$ cat src/rtl/servo_pulse_pwm_two_channel_macros.svh
// ----------------------------------------------------------------------------
// Servo PWM assertion macros
// Shared property wrappers clocked on clk and disabled during rst.
// ----------------------------------------------------------------------------
`ifndef SERVO_PULSE_PWM_TWO_CHANNEL_MACROS_SVH
`define SERVO_PULSE_PWM_TWO_CHANNEL_MACROS_SVH

// same-cycle implication
`define SPP_ASSERT_SAME(label, ante, cons, msg) \
  label: assert property (@(posedge clk) disable iff (rst) (ante) |-> (cons)) \
    else $error(msg);

// next-cycle implication
`define SPP_ASSERT_NEXT(label, ante, cons, msg) \
  label: assert property (@(posedge clk) disable iff (rst) (ante) |=> (cons)) \
    else $error(msg);

`endif

$ cat src/rtl/spp_pkg.sv
// ----------------------------------------------------------------------------
// Servo PWM package
// Field widths, command and channel codes, register indexes, reset limits and shared types.
// ----------------------------------------------------------------------------
package spp_pkg;

  localparam int US_W  = 12;
  localparam int VAL_W = 16;
  localparam int CNT_W = 16;
  localparam int IDX_W = 3;

  typedef enum logic [1:0] {
    CMD_TICK = 2'd0,
    CMD_AUTO = 2'd1,
    CMD_US   = 2'd2
  } cmd_t;

  typedef enum logic [1:0] {
    CH_A    = 2'd0,
    CH_B    = 2'd1,
    CH_BOTH = 2'd2
  } chan_t;

  localparam logic [IDX_W-1:0] REG_MIN_A = 3'd0;
  localparam logic [IDX_W-1:0] REG_MAX_A = 3'd1;
  localparam logic [IDX_W-1:0] REG_MIN_B = 3'd2;
  localparam logic [IDX_W-1:0] REG_MAX_B = 3'd3;
  localparam logic [IDX_W-1:0] REG_EN_A  = 3'd4;
  localparam logic [IDX_W-1:0] REG_EN_B  = 3'd5;

  localparam logic [US_W-1:0] MIN_RESET = 12'd544;
  localparam logic [US_W-1:0] MAX_RESET = 12'd2400;

  typedef struct packed {
    logic s2;
    logic s3;
  } stage_en_t;

  typedef struct packed {
    logic       load;
    logic [1:0] cmd;
    logic [1:0] channel;
  } upd_ctl_t;

endpackage

$ cat src/rtl/spp_if.sv
// ----------------------------------------------------------------------------
// Servo PWM channel interfaces
// Valid/ready channels for input items, result items and register writes.
// ----------------------------------------------------------------------------
interface spp_item_if;
  logic                       valid;
  logic                       ready;
  logic [1:0]                 cmd;
  logic [1:0]                 channel;
  logic [spp_pkg::VAL_W-1:0]  value;

  modport source (output valid, output cmd, output channel, output value, input ready);
  modport sink   (input valid, input cmd, input channel, input value, output ready);
endinterface

interface spp_result_if;
  logic                       valid;
  logic                       ready;
  logic                       pwm_a;
  logic                       pwm_b;
  logic [spp_pkg::CNT_W-1:0]  count;

  modport source (output valid, output pwm_a, output pwm_b, output count, input ready);
  modport sink   (input valid, input pwm_a, input pwm_b, input count, output ready);
endinterface

interface spp_cfg_if;
  logic                       valid;
  logic                       ready;
  logic [spp_pkg::IDX_W-1:0]  index;
  logic [spp_pkg::US_W-1:0]   data;

  modport source (output valid, output index, output data, input ready);
  modport sink   (input valid, input index, input data, output ready);
endinterface

$ cat src/rtl/spp_calc.sv
// ----------------------------------------------------------------------------
// Servo PWM compare calculator
// Pipelined angle/microsecond to tick conversion for one channel.
// ----------------------------------------------------------------------------
module spp_calc #(
  parameter int TICKS_PER_US = 16,
  parameter int MAX_ANGLE    = 180
) (
  input  logic                      clk,
  input  spp_pkg::stage_en_t        en,
  input  logic [spp_pkg::VAL_W-1:0] value,
  input  logic [1:0]                cmd,
  input  logic [spp_pkg::US_W-1:0]  lo,
  input  logic [spp_pkg::US_W-1:0]  hi,
  output logic [spp_pkg::CNT_W-1:0] ticks
);
  import spp_pkg::*;

  localparam int AW = $clog2(MAX_ANGLE + 1);
  localparam int PW = US_W + AW;
  localparam int K  = PW + AW;
  localparam int MW = K + 1;
  localparam logic [MW-1:0] MUL =
    MW'(((64'd1 << K) + 64'(MAX_ANGLE) - 64'd1) / 64'(MAX_ANGLE));

  // stage 1 -> 2
  logic [AW-1:0]   ang1;
  logic [US_W-1:0] span1;
  logic            neg1;
  logic            below1;
  logic [PW-1:0]   mag1;

  logic [PW-1:0]    mag2;
  logic             neg2;
  logic             below2;
  logic [VAL_W-1:0] value2;

  // stage 2 -> 3
  logic [PW+MW-1:0] prod2;

  logic [US_W-1:0]  q3;
  logic             neg3;
  logic             below3;
  logic [VAL_W-1:0] value3;

  // stage 3
  logic [US_W:0]     mapped;
  logic [VAL_W-1:0]  v3;
  logic [US_W-1:0]   clamped;
  logic [US_W+4:0]   scaled;

  always_comb begin
    ang1   = (value > VAL_W'(MAX_ANGLE)) ? AW'(MAX_ANGLE) : value[AW-1:0];
    neg1   = hi < lo;
    span1  = neg1 ? (lo - hi) : (hi - lo);
    below1 = value < VAL_W'(lo);
    mag1   = PW'(span1) * PW'(ang1);
  end

  always_ff @(posedge clk) begin
    if (en.s2) begin
      mag2   <= mag1;
      neg2   <= neg1;
      below2 <= below1;
      value2 <= value;
    end
  end

  // exact floor(mag / MAX_ANGLE) by reciprocal
  assign prod2 = mag2 * MUL;

  always_ff @(posedge clk) begin
    if (en.s3) begin
      q3     <= prod2[K +: US_W];
      neg3   <= neg2;
      below3 <= below2;
      value3 <= value2;
    end
  end

  always_comb begin
    if (neg3 && (q3 > lo)) begin
      mapped = '0;
    end else if (neg3) begin
      mapped = (US_W+1)'(lo) - (US_W+1)'(q3);
    end else begin
      mapped = (US_W+1)'(lo) + (US_W+1)'(q3);
    end
    v3 = (cmd == CMD_AUTO && below3) ? VAL_W'(mapped) : value3;
    if (v3 < VAL_W'(lo)) begin
      clamped = lo;
    end else if (v3 > VAL_W'(hi)) begin
      clamped = hi;
    end else begin
      clamped = v3[US_W-1:0];
    end
    scaled = (US_W+5)'(clamped) * (US_W+5)'(TICKS_PER_US);
    ticks  = scaled[CNT_W-1:0];
  end

endmodule

$ cat src/rtl/spp_core.sv
// ----------------------------------------------------------------------------
// Servo PWM timer core
// Period counter, double-buffered compares and output levels.
// ----------------------------------------------------------------------------
module spp_core (
  input  logic                      clk,
  input  logic                      rst,
  input  spp_pkg::upd_ctl_t         ctl,
  input  logic [spp_pkg::CNT_W-1:0] ticks_a,
  input  logic [spp_pkg::CNT_W-1:0] ticks_b,
  input  logic                      enable_a,
  input  logic                      enable_b,
  output logic [spp_pkg::CNT_W-1:0] count,
  output logic                      pwm_a,
  output logic                      pwm_b
);
  import spp_pkg::*;

  logic [CNT_W-1:0] counter,  counter_next;
  logic [CNT_W-1:0] act_a,    act_a_next;
  logic [CNT_W-1:0] act_b,    act_b_next;
  logic [CNT_W-1:0] pend_a,   pend_a_next;
  logic [CNT_W-1:0] pend_b,   pend_b_next;

  always_comb begin
    counter_next = counter;
    act_a_next   = act_a;
    act_b_next   = act_b;
    pend_a_next  = pend_a;
    pend_b_next  = pend_b;
    case (ctl.cmd)
      CMD_TICK: begin
        counter_next = counter + 1'b1;
        if (counter_next == '0) begin
          act_a_next = pend_a;
          act_b_next = pend_b;
        end
      end
      CMD_AUTO, CMD_US: begin
        if (ctl.channel inside {CH_A, CH_BOTH}) begin
          pend_a_next = ticks_a;
        end
        if (ctl.channel != CH_A) begin
          pend_b_next = ticks_b;
        end
      end
      default: ;
    endcase
  end

  always_ff @(posedge clk) begin
    if (rst) begin
      counter <= '0;
      act_a   <= '0;
      act_b   <= '0;
      pend_a  <= '0;
      pend_b  <= '0;
    end else if (ctl.load) begin
      counter <= counter_next;
      act_a   <= act_a_next;
      act_b   <= act_b_next;
      pend_a  <= pend_a_next;
      pend_b  <= pend_b_next;
    end
  end

  assign count = counter;
  assign pwm_a = enable_a && (counter <= act_a);
  assign pwm_b = enable_b && (counter <= act_b);

endmodule

$ cat src/rtl/servo_pulse_pwm_two_channel.sv
// ----------------------------------------------------------------------------
// Two-channel servo pulse generator
// Tick-driven 16-bit PWM timer with angle/microsecond compare writes.
// ----------------------------------------------------------------------------
// Usage:
//   item   : cmd (tick / write auto / write us), channel, value. A tick
//            advances the period counter; writes load a pending compare.
//   result : pwm_a, pwm_b and count after each item, one result per item.
//   cfg    : register index and data; always ready, write only when idle.
// A result is valid once its item has passed every pipeline stage below.
// Throughput: one item per cycle unless stalled; a four-stage pipeline (input
//   register, span multiply, reciprocal multiply, clamp/state update) sets it.
// Pending compares move to the active registers when the counter wraps.
// Reset: counter and all compares cleared, limits 544/2400 us, both
//   channels disabled, pipeline empty.
// Stall: when result.ready is low the result holds; earlier stages keep
//   filling bubbles and item.ready drops only once every stage is full.
// ----------------------------------------------------------------------------
`include "servo_pulse_pwm_two_channel_macros.svh"

module servo_pulse_pwm_two_channel #(
  parameter int TICKS_PER_US = 16,
  parameter int MAX_ANGLE    = 180
) (
  input  logic         clk,
  input  logic         rst,
  spp_cfg_if.sink      cfg,
  spp_item_if.sink     item,
  spp_result_if.source result
);
  import spp_pkg::*;

  logic [US_W-1:0] min_a, max_a, min_b, max_b;
  logic            enable_a, enable_b;

  logic v1, v2, v3, vo;
  logic rdy1, rdy2, rdy3, rdy_o;
  logic [1:0] cmd1, cmd2, cmd3;
  logic [1:0] ch1, ch2, ch3;
  logic [VAL_W-1:0] value1;

  stage_en_t        en;
  upd_ctl_t         ctl;
  logic [CNT_W-1:0] ticks_a, ticks_b;
  logic [CNT_W-1:0] count;
  logic             pwm_a, pwm_b;
  logic             tick_load;
  logic             pipe_full;

  assign cfg.ready = 1'b1;

  always_ff @(posedge clk) begin
    if (rst) begin
      min_a    <= MIN_RESET;
      max_a    <= MAX_RESET;
      min_b    <= MIN_RESET;
      max_b    <= MAX_RESET;
      enable_a <= 1'b0;
      enable_b <= 1'b0;
    end else if (cfg.valid && cfg.ready) begin
      case (cfg.index)
        REG_MIN_A: min_a    <= cfg.data;
        REG_MAX_A: max_a    <= cfg.data;
        REG_MIN_B: min_b    <= cfg.data;
        REG_MAX_B: max_b    <= cfg.data;
        REG_EN_A:  enable_a <= cfg.data[0];
        REG_EN_B:  enable_b <= cfg.data[0];
        default: ;
      endcase
    end
  end

  // per-stage advance, bubbles collapse
  assign rdy_o      = !vo || result.ready;
  assign rdy3       = !v3 || rdy_o;
  assign rdy2       = !v2 || rdy3;
  assign rdy1       = !v1 || rdy2;
  assign item.ready = rdy1;

  always_ff @(posedge clk) begin
    if (rst) begin
      v1 <= 1'b0;
      v2 <= 1'b0;
      v3 <= 1'b0;
      vo <= 1'b0;
    end else begin
      if (rdy1) v1 <= item.valid;
      if (rdy2) v2 <= v1;
      if (rdy3) v3 <= v2;
      if (rdy_o) vo <= v3;
    end
  end

  always_ff @(posedge clk) begin
    if (rdy1) begin
      cmd1   <= item.cmd;
      ch1    <= item.channel;
      value1 <= item.value;
    end
    if (rdy2) begin
      cmd2 <= cmd1;
      ch2  <= ch1;
    end
    if (rdy3) begin
      cmd3 <= cmd2;
      ch3  <= ch2;
    end
  end

  assign en.s2       = rdy2;
  assign en.s3       = rdy3;
  assign ctl.load    = rdy_o && v3;
  assign ctl.cmd     = cmd3;
  assign ctl.channel = ch3;

  spp_calc #(
    .TICKS_PER_US(TICKS_PER_US),
    .MAX_ANGLE   (MAX_ANGLE)
  ) u_calc_a (
    .clk  (clk),
    .en   (en),
    .value(value1),
    .cmd  (cmd3),
    .lo   (min_a),
    .hi   (max_a),
    .ticks(ticks_a)
  );

  spp_calc #(
    .TICKS_PER_US(TICKS_PER_US),
    .MAX_ANGLE   (MAX_ANGLE)
  ) u_calc_b (
    .clk  (clk),
    .en   (en),
    .value(value1),
    .cmd  (cmd3),
    .lo   (min_b),
    .hi   (max_b),
    .ticks(ticks_b)
  );

  spp_core u_core (
    .clk     (clk),
    .rst     (rst),
    .ctl     (ctl),
    .ticks_a (ticks_a),
    .ticks_b (ticks_b),
    .enable_a(enable_a),
    .enable_b(enable_b),
    .count   (count),
    .pwm_a   (pwm_a),
    .pwm_b   (pwm_b)
  );

  assign result.valid = vo;
  assign result.count = count;
  assign result.pwm_a = pwm_a;
  assign result.pwm_b = pwm_b;

  assign tick_load = ctl.load && (ctl.cmd == CMD_TICK);
  assign pipe_full = vo && v3 && v2 && v1;

  `SPP_ASSERT_NEXT(a_count_only_on_tick, !tick_load, $stable(count), "count moved without a tick")
  `SPP_ASSERT_NEXT(a_count_wrap, tick_load && count == '1, count == '0, "counter did not wrap")
  `SPP_ASSERT_SAME(a_full_blocks, pipe_full && !result.ready, !item.ready, "ready while full")

endmodule

$ cat src/flat_wrapper.sv
// flat-port wrapper written by rule: the top's interface ports become plain ports
module servo_pulse_pwm_two_channel_flat import spp_pkg::*;
#(
  parameter int TICKS_PER_US = 16,
  parameter int MAX_ANGLE    = 180
)
  (clk, rst, cfg_valid, cfg_index, cfg_data, cfg_ready, item_valid, item_cmd, item_channel, item_value, item_ready, result_valid, result_pwm_a, result_pwm_b, result_count, result_ready);
  spp_cfg_if cfg_i ();
  spp_item_if item_i ();
  spp_result_if result_i ();
  input  logic clk;
  input  logic rst;
  input wire logic [$bits(cfg_i.valid)-1:0] cfg_valid;
  input wire logic [$bits(cfg_i.index)-1:0] cfg_index;
  input wire logic [$bits(cfg_i.data)-1:0] cfg_data;
  output wire logic [$bits(cfg_i.ready)-1:0] cfg_ready;
  input wire logic [$bits(item_i.valid)-1:0] item_valid;
  input wire logic [$bits(item_i.cmd)-1:0] item_cmd;
  input wire logic [$bits(item_i.channel)-1:0] item_channel;
  input wire logic [$bits(item_i.value)-1:0] item_value;
  output wire logic [$bits(item_i.ready)-1:0] item_ready;
  output wire logic [$bits(result_i.valid)-1:0] result_valid;
  output wire logic [$bits(result_i.pwm_a)-1:0] result_pwm_a;
  output wire logic [$bits(result_i.pwm_b)-1:0] result_pwm_b;
  output wire logic [$bits(result_i.count)-1:0] result_count;
  input wire logic [$bits(result_i.ready)-1:0] result_ready;
  assign cfg_i.valid = cfg_valid;
  assign cfg_i.index = cfg_index;
  assign cfg_i.data = cfg_data;
  assign cfg_ready = cfg_i.ready;
  assign item_i.valid = item_valid;
  assign item_i.cmd = item_cmd;
  assign item_i.channel = item_channel;
  assign item_i.value = item_value;
  assign item_ready = item_i.ready;
  assign result_valid = result_i.valid;
  assign result_pwm_a = result_i.pwm_a;
  assign result_pwm_b = result_i.pwm_b;
  assign result_count = result_i.count;
  assign result_i.ready = result_ready;
  servo_pulse_pwm_two_channel #(.TICKS_PER_US(TICKS_PER_US), .MAX_ANGLE(MAX_ANGLE)) u_core (.clk(clk), .rst(rst), .cfg(cfg_i), .item(item_i), .result(result_i));
endmodule
$ cat config.mk
export PLATFORM = sky130hd
export DESIGN_NAME = servo_pulse_pwm_two_channel_flat
export DESIGN_NICKNAME = d
export VERILOG_FILES = /design/src/rtl/spp_pkg.sv /design/src/rtl/spp_if.sv /design/src/rtl/spp_calc.sv /design/src/rtl/spp_core.sv /design/src/rtl/servo_pulse_pwm_two_channel.sv /design/src/flat_wrapper.sv
export VERILOG_INCLUDE_DIRS = /design/src /design/src/rtl
export SDC_FILE = /design/constraint.sdc
export NUM_CORES = 2
export LEC_CHECK = 0
export BUFFER_PORTS_ARGS = -buffer_cell sky130_fd_sc_hd__buf_4
export CAP_MARGIN = 40
export CORE_UTILIZATION = 60
export DETAILED_ROUTE_END_ITERATION = 16
export PLACE_DENSITY = 0.77
export SYNTH_ARGS = -nofsm -noshare
export SYNTH_HDL_FRONTEND = slang
export SYNTH_SLANG_ARGS = --single-unit
$ cat constraint.sdc
create_clock -name clk -period 22.5 [get_ports clk]
set_input_delay 6.75 -clock clk [delete_from_list [all_inputs] [get_ports clk]]
set_output_delay 6.75 -clock clk [all_outputs]
set_load 0.05 [all_outputs]
# Yosys cells after proc, flatten, opt, wreduce, memory -nomap -nowiden
# Cells that the tools add are included.
# word_totals
reg_bits	250
in_bits	40
output_inout_bits	21
wordCells	115
# op_classes
addsub	9
mul	4
order_cmp	13
eq_ne	8
muxes	13
n_reduce_logical	32
# op_table
operator	count
$mul A20 B21 Y40 const B	2
$mux W12	6
$lt A16 B12 Y1	4
$mux W13	4
$sub A12 B12 Y12	4
$mul A12 B8 Y20	2
$gt A16 B12 Y1	2
$le A16 B16 Y1	2
$mux W16	2
$add A12 B12 Y13	2
$sub A12 B12 Y13	2
$gt A12 B12 Y1	2
$lt A12 B12 Y1	2
$add A16 B1 Y16 const B	1
$gt A16 B8 Y1 const B	1
$logic_not A16 Y1	1
$reduce_and A2 Y1	7
$reduce_and A3 Y1	3
$mux W8	1
$logic_and A1 B1 Y1	7
$eq A3 B2 Y1 const B	2
$eq A3 B3 Y1 const B	2
$eq A2 B2 Y1 const B	2
$logic_not A1 Y1	4
7 further kinds	12

# Logic depth before layout (Yosys ltp)
# depth
depth_word	7
ltp_mapped	30
depth_no_buf	29

# Cells and area by module
# From an unflattened synthesis, not the netlist that was laid out.
# unflattened
hier_cells	3828
area_unflattened_um2	36437.4
# modules_own_cells
module	instances	cells_per_inst	area_each_um2	seq_area_each_um2
spp_calc at u_core.u_calc_a	1	1557	14667.8	2042.0
spp_calc at u_core.u_calc_b	1	1499	14350.0	2042.0
spp_core	1	538	4390.5	1601.5
servo_pulse_pwm_two_channel	1	234	3029.2	1921.8

# Worst setup path after synthesis
# No wires, ideal clock.
# synth_path
kind	input -> output
startpoint	input result_ready
endpoint	output item_ready
arrival_ns	7.776
required_time_ns	15.750
slack_ns	7.974
path_stages	3
n_path_buf	0
cell_sequence	nor2b_1 > and3_1 > nand2_1
# synth_between
elab_chain_len	4
# synth_rtl
element	line_no	text
start, declared	flat_wrapper.sv:26	input wire logic [$bits(result_i.ready)-1:0] result_ready;
$logic_or A1 B1 Y1	servo_pulse_pwm_two_channel.sv:74	assign rdy_o = !vo || result.ready;
$logic_or A1 B1 Y1	servo_pulse_pwm_two_channel.sv:75	assign rdy3 = !v3 || rdy_o;
$logic_or A1 B1 Y1	servo_pulse_pwm_two_channel.sv:76	assign rdy2 = !v2 || rdy3;
$logic_or A1 B1 Y1	servo_pulse_pwm_two_channel.sv:77	assign rdy1 = !v1 || rdy2;
end, declared	flat_wrapper.sv:21	output wire logic [$bits(item_i.ready)-1:0] item_ready;
# No other way between the ends.

# Final worst setup path
# Same ends and word-level chain as after synthesis.

==> results.rst <==
.. list-table::
   :header-rows: 1

   * - Metric
     - Value
   * - Area of the placeable core
     - roughly 55000 um2
   * - Number of setup violations in the final report
     - 0
   * - Count of H-tree levels built during CTS
     - 1
   * - Number of input and output port buffers inserted
     - 59
   * - Via count of the first global-routing pass
     - ~25000
   * - Main combinational cell family by area after synthesis
     - adder cells
   * - Maximum number of pins on one net before global-route repair
     - between 70 and 80
   * - Net Count, Synth
     - 4641
   * - DRC violation count after routing
     - 0
   * - Post-synthesis xor/xnor area fraction
     - 2.97%
   * - Largest fanout on the critical path
     - 21
   * - Number of flip-flops and latches in the synthesized netlist
     - 250
   * - Area taken by flip-flops and latches
     - 6330 um2
   * - Post-Syn Instances
     - 3604
   * - Post-Synth Simple-Gate Area
     - 10.4%
   * - CTS clk-pin slew, worst paths
     - roughly 0.060 ns
   * - Capturing point of the worst reg2reg path
     - u_core.u_calc_b.mag2[18]$_DFFE_PP_
   * - Routed vias
     - 25232
   * - Growth of design area from synthesis to finish
     - 6.84%
   * - Vias per cell
     - 5.72
   * - Crit. Startpoint
     - result_ready
   * - Number of distinct library cell variants in the gate-level netlist after synthesis
     - 79
   * - Number of hold buffers added after cts
     - 0
   * - Register-to-Register Setup Slack
     - 13.82 ns
   * - Crit path capture type
     - primary output
   * - Ratio of cells with drive above 1 in the final layout
     - 5.19%
   * - Hpwl dp
     - 65100 um
   * - Crit Reg-Reg Startpoint
     - u_core.min_b[1]$_SDFFE_PP0P_
   * - Most common flop cell mapped by yosys
     - sky130_fd_sc_hd__edfxtp_1
   * - Number of standard cells in the layout, taps in and fillers out
     - 4408
   * - CTS tree
     - yes
   * - Highest Clock Rate
     - 67.8 MHz
   * - Post-synthesis cell type with the largest combined area
     - sky130_fd_sc_hd__ha_1
   * - Cell Count Post-Placement
     - 4356
   * - Worst clock skew
     - 0.0240 ns
   * - Antenna violations before repair
     - 0
   * - Cell types occupying the most area after synthesis
     - sky130_fd_sc_hd__ha_1 23%, sky130_fd_sc_hd__fa_1 22%, sky130_fd_sc_hd__edfxtp_1 12%
   * - Drt first pass iters
     - 5
   * - Total routed wirelength
     - 79500 um
   * - Status
     - complete, no violations
   * - Yosys top cell area share
     - 23.5%
   * - Most frequent cells in the layout
     - 758 x sky130_fd_sc_hd__inv_1, 631 x sky130_fd_sc_hd__ha_1, 366 x sky130_fd_sc_hd__fa_1
   * - Number of violations reported at the end of detailed-routing iteration 0
     - 2080
   * - Summed negative setup slack over all endpoints
     - 0 ns
   * - Nets@finish
     - 4675
   * - Total Die Area
     - around 57000 um2
   * - Setup repair after global routing missed its margin
     - no
   * - Total congestion overflow after global routing
     - 0
   * - Depth of the worst hold-timing path
     - 0
   * - Slew of the pin with the lowest slew margin
     - 0.975 ns
   * - Share of synthesized cell area in full adder, half adder and majority cells
     - between 40% and 50%
   * - Required @ worst endpoint
     - 15.75 ns
   * - Final critical path time including I/O delays and setup
     - 14.76 ns
   * - Max capacitance violation total
     - 0
   * - Top-level I/O count
     - 61
   * - Global-route wire length before repair
     - around 130000 um
   * - Netlist area before placement
     - 33600 um2
   * - Total CTS buffers
     - 28
   * - Area used by multi-input combinational logic
     - between 20000 and 25000 um2
   * - Max-slew headroom
     - 35.0%
   * - Endpoint arrival time on the critical path
     - around 8 ns
   * - Vertical extent of the die
     - 239 um
   * - Number of placement rows
     - 86
   * - Critical path start-end classification
     - input port to primary output
   * - Length in cells of the worst reg-to-reg path
     - 26
   * - Final hold violation count
     - 0
   * - Startpoint class of the critical path
     - input port
   * - Portion of the post-synthesis area used by sequential elements
     - a little under a fifth
   * - Post-detailed-route count of antenna-violating nets
     - 0
   * - Worst setup path end
     - item_ready
   * - FFs w/ async S/R, synth
     - 0%
   * - Clk root buf
     - sky130_fd_sc_hd__clkbuf_16
   * - Most common library cell in the layout ignoring fill and taps
     - sky130_fd_sc_hd__inv_1
   * - Number of buffers on the longest clock path
     - 3
   * - Mux cell area share after synthesis
     - 1.71%
   * - Compound-gate portion of the synthesized area
     - a little under an eighth
   * - Placer Congestion
     - 0.984
   * - Post-CTS setup buffer count
     - 0
   * - Min-delay worst type
     - flop to flop
   * - # fillers
     - 4439
   * - Final period utilization
     - 65.6%
   * - Chip Width
     - around 240 um
   * - All-Layer GR Usage
     - ~29%
   * - Max Transition Viols Final
     - 0
   * - Count of warnings emitted by yosys
     - 0
   * - Post-Syn Area per Cell
     - just over 9 um2
   * - Number of synthesized flops with an enable pin
     - roughly 130
   * - Worst-skew pair later-pin latency
     - 0.57 ns
   * - Post-cts resize count
     - 0
   * - Number of diodes added for antenna fixing
     - 0
   * - Initial Util
     - 60.9%
   * - Num Clock Sinks
     - 250
   * - Per-cell routed wire length
     - 18.0 um
==> cell usage after synthesis, drive strengths merged, types with 8 or more instances <==
library cell	number
a211o	8
a211oi	23
a21o	58
a21oi	169
a22o	12
a31oi	30
a32oi	9
and3	22
buf	22
clkbuf	60
dfxtp	118
edfxtp	132
fa	366
ha	631
inv	759
mux2i	51
nand2	173
nand2b	24
nand3	50
nand4	27
nor2	294
nor2b	31
nor3	43
nor4	12
o2111ai	8
o211ai	31
o21a	20
o21ai	128
o21bai	14
o31ai	11
or2	38
or3	12
xnor2	78
xor2	36
==> logic make-up (layout without fill, tap and decap cells) <==
group,count (synthesis),in the layout
compound gates,591,591
xor+xnor,114,114
fa+ha+maj,997,997
buf+inv,841,897
flops,250,250
mux,56,56
other cells,1,1
simple gates,754,754
==> metrics by stage <==
step                      hold WS, ns  cell area [um2]  worst slack, ns  util (%)
after detailed placement        0.405            34900             7.77      63.2
final                           0.415            35900             7.74      65.1
after global routing            0.421            35900             7.72      65.1
after CTS                       0.416            35900             7.76      65.1
after global placement          0.400            34800             7.81      63.0
after floorplan                 0.400            33600             7.97         -
==> layout make-up <==
| class | instances | share of cell area (%) |
|---|---|---|
| Multi-Input combinational cell | 2513 | 67.1 |
| Sequential cell | 250 | 17.6 |
| Inverter | 759 | 7.93 |
| Tap cell | 748 | 2.60 |
| Clock buffer | 39 | 2.41 |
| Timing Repair Buffer | 86 | 1.86 |
| Clock inverter | 13 | 0.484 |
==> flip-flops by register name, summed over array words and instances, names as in the netlist, 16 cells and up <==
name,flops
u_core.u_calc_a.value2,16
u_core.u_calc_a.mag2,20
u_core.u_core.count,16
u_core.u_calc_b.mag2,20
u_core.u_calc_a.value3,16
u_core.value1,16
==> worst max-delay path, cell delays in order <==
cell,delay [ns]
sky130_fd_sc_hd__buf_4,0.11
sky130_fd_sc_hd__nor2b_1,0.28
sky130_fd_sc_hd__and3_1,0.30
sky130_fd_sc_hd__nand2_1,0.09
sky130_fd_sc_hd__buf_4,0.24
sky130_fd_sc_hd__buf_4,0.23
==> worst min-delay path by stage <==
| stage | start | to |
|---|---|---|
| 2_1_floorplan | u_core.ch1[0]$_DFFE_PP_ | u_core.ch2[0]$_DFFE_PP_ |
| 3_3_place_gp | u_core.u_calc_a.value2[15]$_DFFE_PP_ | u_core.u_calc_a.value3[15]$_DFFE_PP_ |
| 3_5_place_dp | u_core.cmd2[0]$_DFFE_PP_ | u_core.cmd3[0]$_DFFE_PP_ |
| 4_1_cts | u_core.cmd2[0]$_DFFE_PP_ | u_core.cmd3[0]$_DFFE_PP_ |
| 5_1_grt | u_core.cmd2[0]$_DFFE_PP_ | u_core.cmd3[0]$_DFFE_PP_ |
| 6_report | u_core.cmd2[0]$_DFFE_PP_ | u_core.cmd3[0]$_DFFE_PP_ |
==> routing by layer <==
metal  part of all wire [%]  wire length (um)  global-route usage (%)
met3                    8.1              6440                    4.09
met1                     43             34400                    40.5
met5                      0                 0                       0
met4                    2.7              2120                    7.17
met2                     46             36500                    46.2
Power is left out: the tool's default activity adds up to more than one toggle a clock period on the data nets, which glitch-free logic cannot reach.
